File: src/bmd_pkg.sv
package bmd_pkg;

   localparam int BMD_ADDR_W = 4;
   localparam int BMD_DATA_W = 32;
   localparam int BMD_THR_W = 15;
   localparam int BMD_AXES = 3;

   typedef enum logic [1:0] {
      CSR_THRESHOLD = 2'd0,
      CSR_GAIN      = 2'd1,
      CSR_SCALE     = 2'd2,
      CSR_MAX_DUTY  = 2'd3
   } bmd_csr_idx_type;

   localparam logic [14:0] RST_THRESHOLD = 15'd1000;
   localparam logic [15:0] RST_GAIN = 16'd256;
   localparam logic [15:0] RST_SCALE = 16'd256;
   localparam logic [7:0] RST_MAX_DUTY = 8'd100;

   typedef struct packed {
      logic [BMD_THR_W-1:0] threshold;
      logic [15:0] gain;
      logic [15:0] duty_scale;
      logic [7:0] max_duty;
   } bmd_cfg_type;

   typedef struct packed {
      logic [15:0] roll_angle;
      logic [15:0] pitch_angle;
      logic [15:0] yaw_angle;
      logic [15:0] rate_p;
      logic [15:0] rate_q;
      logic [15:0] rate_r;
      logic [15:0] field_x;
      logic [15:0] field_y;
      logic [15:0] field_z;
   } bmd_sample_type;

   // magnitude of the negative part of dB per body axis, zero where dB >= 0
   typedef struct packed {
      logic en;
      logic [BMD_AXES-1:0][31:0] mag;
   } bmd_mag_type;

   typedef struct packed {
      logic en;
      logic [BMD_AXES-1:0][7:0] duty;
   } bmd_duty_type;

   function automatic logic [15:0] bmd_abs16(input logic [15:0] a);
      return a[15] ? 16'(-a) : a;
   endfunction

endpackage

File: src/bmd_csr.sv
module bmd_csr (
   input  logic clock,
   input  logic reset,
   input  logic csr_psel,
   input  logic csr_penable,
   input  logic csr_pwrite,
   input  logic [bmd_pkg::BMD_ADDR_W-1:0] csr_paddr,
   input  logic [bmd_pkg::BMD_DATA_W-1:0] csr_pwdata,
   output logic [bmd_pkg::BMD_DATA_W-1:0] csr_prdata,
   output logic csr_pready,
   output bmd_pkg::bmd_cfg_type cfg
);
   import bmd_pkg::*;

   bmd_cfg_type cfg_ff, cfg_in;
   bmd_csr_idx_type idx;
   logic wr;

   assign idx = bmd_csr_idx_type'(csr_paddr[3:2]);
   assign wr = csr_psel && csr_penable && csr_pwrite;
   assign csr_pready = 1'b1;
   assign cfg = cfg_ff;

   always_comb begin
      cfg_in = cfg_ff;
      if (wr) begin
         case (idx)
            CSR_THRESHOLD: cfg_in.threshold = csr_pwdata[BMD_THR_W-1:0];
            CSR_GAIN:      cfg_in.gain = csr_pwdata[15:0];
            CSR_SCALE:     cfg_in.duty_scale = csr_pwdata[15:0];
            CSR_MAX_DUTY:  cfg_in.max_duty = csr_pwdata[7:0];
            default:       cfg_in = cfg_ff;
         endcase
      end
   end

   always_comb begin
      case (idx)
         CSR_THRESHOLD: csr_prdata = BMD_DATA_W'(cfg_ff.threshold);
         CSR_GAIN:      csr_prdata = BMD_DATA_W'(cfg_ff.gain);
         CSR_SCALE:     csr_prdata = BMD_DATA_W'(cfg_ff.duty_scale);
         CSR_MAX_DUTY:  csr_prdata = BMD_DATA_W'(cfg_ff.max_duty);
         default:       csr_prdata = '0;
      endcase
   end

   always_ff @(posedge clock) begin
      if (reset) begin
         cfg_ff.threshold <= RST_THRESHOLD;
         cfg_ff.gain <= RST_GAIN;
         cfg_ff.duty_scale <= RST_SCALE;
         cfg_ff.max_duty <= RST_MAX_DUTY;
      end else begin
         cfg_ff <= cfg_in;
      end
   end

endmodule

File: config.mk
export PLATFORM = sky130hd
export DESIGN_NAME = bmd_csr
export DESIGN_NICKNAME = d
export VERILOG_FILES = /design/src/bmd_pkg.sv /design/src/bmd_csr.sv
export SDC_FILE = /design/constraint.sdc
export NUM_CORES = 1
export LEC_CHECK = 0
export ABC_AREA = 1
export BUFFER_PORTS_ARGS = -buffer_cell sky130_fd_sc_hd__buf_4
export CORE_MARGIN = 3
export CORE_UTILIZATION = 42
export DETAILED_ROUTE_END_ITERATION = 7
export PLACE_DENSITY = 0.76
export SLEW_MARGIN = 20
export SYNTH_ARGS = -nofsm -noshare
export SYNTH_HDL_FRONTEND = slang
export SYNTH_SLANG_ARGS = --single-unit
File: constraint.sdc
create_clock -name clock -period 0.91 [get_ports clock]
set_clock_uncertainty 0.15 [all_clocks]
set_input_delay 0.091 -clock clock [delete_from_list [all_inputs] [get_ports clock]]
set_output_delay 0.091 -clock clock [all_outputs]
set_load 0.005 [all_outputs]
==> results_tabular.tex <==
\begin{tabular}{lr}
\hline
Metric & Value \\
\hline
\multicolumn{2}{l}{\textbf{Die}} \\
\quad I/O Pins & 129 \\
\quad Cell Rows & 28 \\
\quad Overall die area & 7500 um2 \\
\quad Die Span Y & 86.6 um \\
\quad Initial cell density of the core & 44.8\% \\
\quad Die W & 86.6 um \\
\quad Area of the placeable core & 6100 um2 \\
\multicolumn{2}{l}{\textbf{Global routing}} \\
\quad Number of antenna violations at the first check in global routing & 0 \\
\quad Number of global-route vias before repair & 2887 \\
\quad Grt ovf & 0 \\
\quad Pin count of the biggest net entering global routing & 38 \\
\quad Global-route wire length before repair & 14000 um \\
\quad Overall routing resource usage & 23.3\% \\
\multicolumn{2}{l}{\textbf{Clock tree}} \\
\quad Cell chosen for the clock root & sky130\_fd\_sc\_hd\_\_clkbuf\_8 \\
\quad Largest buffer count on any clock path & 2 \\
\quad Skew-Pair Late Insertion Delay & 300 ps \\
\quad Number of levels the H-tree was split into & 2 \\
\quad TritonCTS clock tree & yes \\
\quad Number of clock sinks & 55 \\
\quad Number of buffers added by the clock tree synthesis step & 5 \\
\quad Clock Pin Slew Worst Setup and Hold Paths & 90 ps \\
\multicolumn{2}{l}{\textbf{Pwr}} \\
\quad IR drop worst, VDD & 0.773 mV \\
\quad Power density over the cells & 1060 nW/um2 \\
\quad Leakage power total & 2.28 nW \\
\quad PnR Total Power & 5.08 mW \\
\multicolumn{2}{l}{\textbf{Setup path}} \\
\quad Cell depth of the worst flop-to-flop path & 4 \\
\quad Endpoint of the worst-slack reg-to-reg timing path & cfg[16]\$\_SDFFE\_PP1P\_ \\
\quad Source of the worst register-to-register timing path & cfg[16]\$\_SDFFE\_PP1P\_ \\
\quad Flop-to-flop setup slack & -60 ps \\
\quad Largest fanout of any net on the critical path & 2 \\
\quad Critical path start-end classification & flip-flop to output port \\
\quad Worst path required time & 670 ps \\
\quad Critical path startpoint category & flip-flop \\
\quad Endpoint class of the critical path & output port \\
\quad Data arrival, critical path & 1000 ps \\
\multicolumn{2}{l}{\textbf{Synthesis}} \\
\quad Largest area contributor in the synthesized netlist & sky130\_fd\_sc\_hd\_\_dfxtp\_1 \\
\quad Synthesized instance count & 411 \\
\quad Post-Synthesis Mean Instance Area & 6.64 um2 \\
\quad Area fraction of the dominant cell type after synthesis & 40.3\% \\
\quad Ys Warns & 0 \\
\quad Unique masters post-synth & 18 \\
\quad Area of the mapped netlist & 2730 um2 \\
\quad Seq cells post-synth & 55 \\
\quad Share of synthesized area occupied by flip-flops and latches & 40.3\% \\
\quad Main area contributors after synthesis & sky130\_fd\_sc\_hd\_\_dfxtp\_1 40\%, sky130\_fd\_sc\_hd\_\_nand2\_1 17\%, sky130\_fd\_sc\_hd\_\_nor2\_1 12\% \\
\multicolumn{2}{l}{\textbf{Final layout}} \\
\quad Area overhead of the layout relative to synthesis & 76.3\% \\
\quad Ratio of cells with drive above 1 in the final layout & 47.4\% \\
\quad Number of flip-flops in the largest register & 55 \\
\quad Layout filler cell count & 422 \\
\quad Net count, final & 615 \\
\quad Antenna diode instance count & 0 \\
\multicolumn{2}{l}{\textbf{STA}} \\
\quad Final number of hold-violating endpoints & 14 \\
\quad Min setup slack post-route & -332 ps \\
\quad Final Max Tran Viols & 0 \\
\quad Tightest hold margin & -26.8 ps \\
\quad Unrepaired setup endpoints after global routing & true \\
\quad Post-route clock period utilization & 136\% \\
\quad Maximum clock frequency & 805 MHz \\
\quad Final Critical Period & 1240 ps \\
\quad Number of setup violations in the final report & 80 \\
\quad Total Neg Setup Slack & -14700 ps \\
\multicolumn{2}{l}{\textbf{Run status}} \\
\quad Violations in the final reports & negative hold slack, negative setup slack \\
\quad Outcome & complete, but fails checks \\
\multicolumn{2}{l}{\textbf{Place}} \\
\quad Global placement routability congestion & 0.823 \\
\quad HPWL after detailed placement & 5650 um \\
\quad Port buffer count & 93 \\
\multicolumn{2}{l}{\textbf{Drt}} \\
\quad WL final & 9790 um \\
\quad Count of TritonRoute iterations in the first routing pass & 5 \\
\quad Detailed-route DRC error count & 0 \\
\quad DRC violation total after the first TritonRoute iteration & 228 \\
\quad Drt wl/cell & 15.1 um \\
\quad Number of vias per cell after detailed routing & 5.07 \\
\quad Final ANT Viol Nets & 0 \\
\quad Via total after detailed routing & 3290 \\
\multicolumn{2}{l}{\textbf{Hold path}} \\
\quad Worst hold start & csr\_pwdata[15] \\
\quad Cell depth of the worst hold path & 5 \\
\quad Worst hold path endpoint & cfg[23]\$\_SDFFE\_PP0P\_ \\
\quad Worst Hold Class & primary input to flip-flop \\
\multicolumn{2}{l}{\textbf{Run}} \\
\quad Number of maximum-capacitance violations & 0 \\
\hline
\end{tabular}
per-stage QoR:
step / instance area, um2 / cells / setup WS [ps] / util, %
after floorplan: 2790 / 426 / -3.23 / -
after global placement: 3520 / 574 / -251 / 57.7
after detailed placement: 3520 / 574 / -276 / 57.7
after CTS: 4260 / 620 / -271 / 69.8
after global routing: 4810 / 649 / -382 / 78.9
final: 4810 / 649 / -332 / 78.9
layer usage:
| layer | up-vias | global-route usage, % | wire length [um] |
|---|---|---|---|
| met4 | 0 | 5.95 | 170 |
| met1 | 1523 | 29.4 | 3780 |
| li1 | 1569 | - | - |
| met5 | - | 0 | 0 |
| met3 | 20 | 5.70 | 954 |
| met2 | 178 | 39.9 | 4890 |
layout by cell type, fill, tap and decap left out, types with 8 or more instances in the layout:
master and instances:
sky130_fd_sc_hd__nand2_1 113, sky130_fd_sc_hd__conb_1 17, sky130_fd_sc_hd__nand2_2 14, sky130_fd_sc_hd__nor2_1 82, sky130_fd_sc_hd__inv_1 13, sky130_fd_sc_hd__nand4_1 8, sky130_fd_sc_hd__buf_4 45, sky130_fd_sc_hd__nor2_4 9
sky130_fd_sc_hd__buf_6 116, sky130_fd_sc_hd__dfxtp_2 54, sky130_fd_sc_hd__nand3_1 59, sky130_fd_sc_hd__buf_12 8
report_power, final:
part	leakage [nW]	internal, mW	switching, mW
Clock	0.0513	0.808	0.765
Combinational	1.77	0.515	0.484
Sequential	0.462	2.47	0.0464
Total	2.28	3.79	1.29
worst max-delay path by stage:
stage	from	end	slack [ps]	cells after the start
after floorplan	csr_psel	cfg[54]$_SDFFE_PP0P_	-3	6
after global placement	csr_paddr[3]	csr_prdata[11]	-250	7
after detailed placement	csr_psel	cfg[48]$_SDFFE_PP1P_	-280	6
after CTS	cfg[47]$_SDFFE_PP1P_	csr_prdata[7]	-270	3
after global routing	cfg[40]$_SDFFE_PP0P_	csr_prdata[0]	-380	3
final	cfg[40]$_SDFFE_PP0P_	csr_prdata[0]	-330	3
worst max-delay path, stage by stage (launching register included):
cell	delay [ps]
sky130_fd_sc_hd__dfxtp_2	340
sky130_fd_sc_hd__nand2_1	70
sky130_fd_sc_hd__nand4_1	130
sky130_fd_sc_hd__buf_4	160
cells in the mapped netlist, drive strengths merged:
cell	number
buf	37
clkbuf	1
conb	2
dfxtp	55
inv	20
nand2	127
nand3	63
nand4	8
nor2	96
o21ai	2
cells by family (layout without fill, tap and decap cells):
logic type      after synthesis  in the layout  synth area share, %
flops                        55             55                 40.3
buf+inv                      58            206                 12.7
other cells                   2             17                0.275
compound gates                2              2                0.367
simple gates                294            294                 46.3
repair_timing:
| item | CTS | global route |
|---|---|---|
| setup buffers | 32 | 29 |
| resized for setup | 124 | 78 |
| hold buffers | 7 | 4 |
| endpoints found under the hold margin | 32 | 7 |
| pin swaps | 12 | 18 |
| endpoints found under the setup margin | 71 | 99 |
| cloned | 0 | 3 |
final cells by class:
cell class	instances	area, um2	area share [%]
flip-flops and latches	55	1170	24.4
clock inverters	1	30.0	0.624
inverters	20	75.1	1.56
repair buffers	179	1950	40.5
well taps	75	93.8	1.95
clock buffers	6	72.6	1.51
multi-input cells	313	1420	29.5
Power figures use the tool's default switching activity.
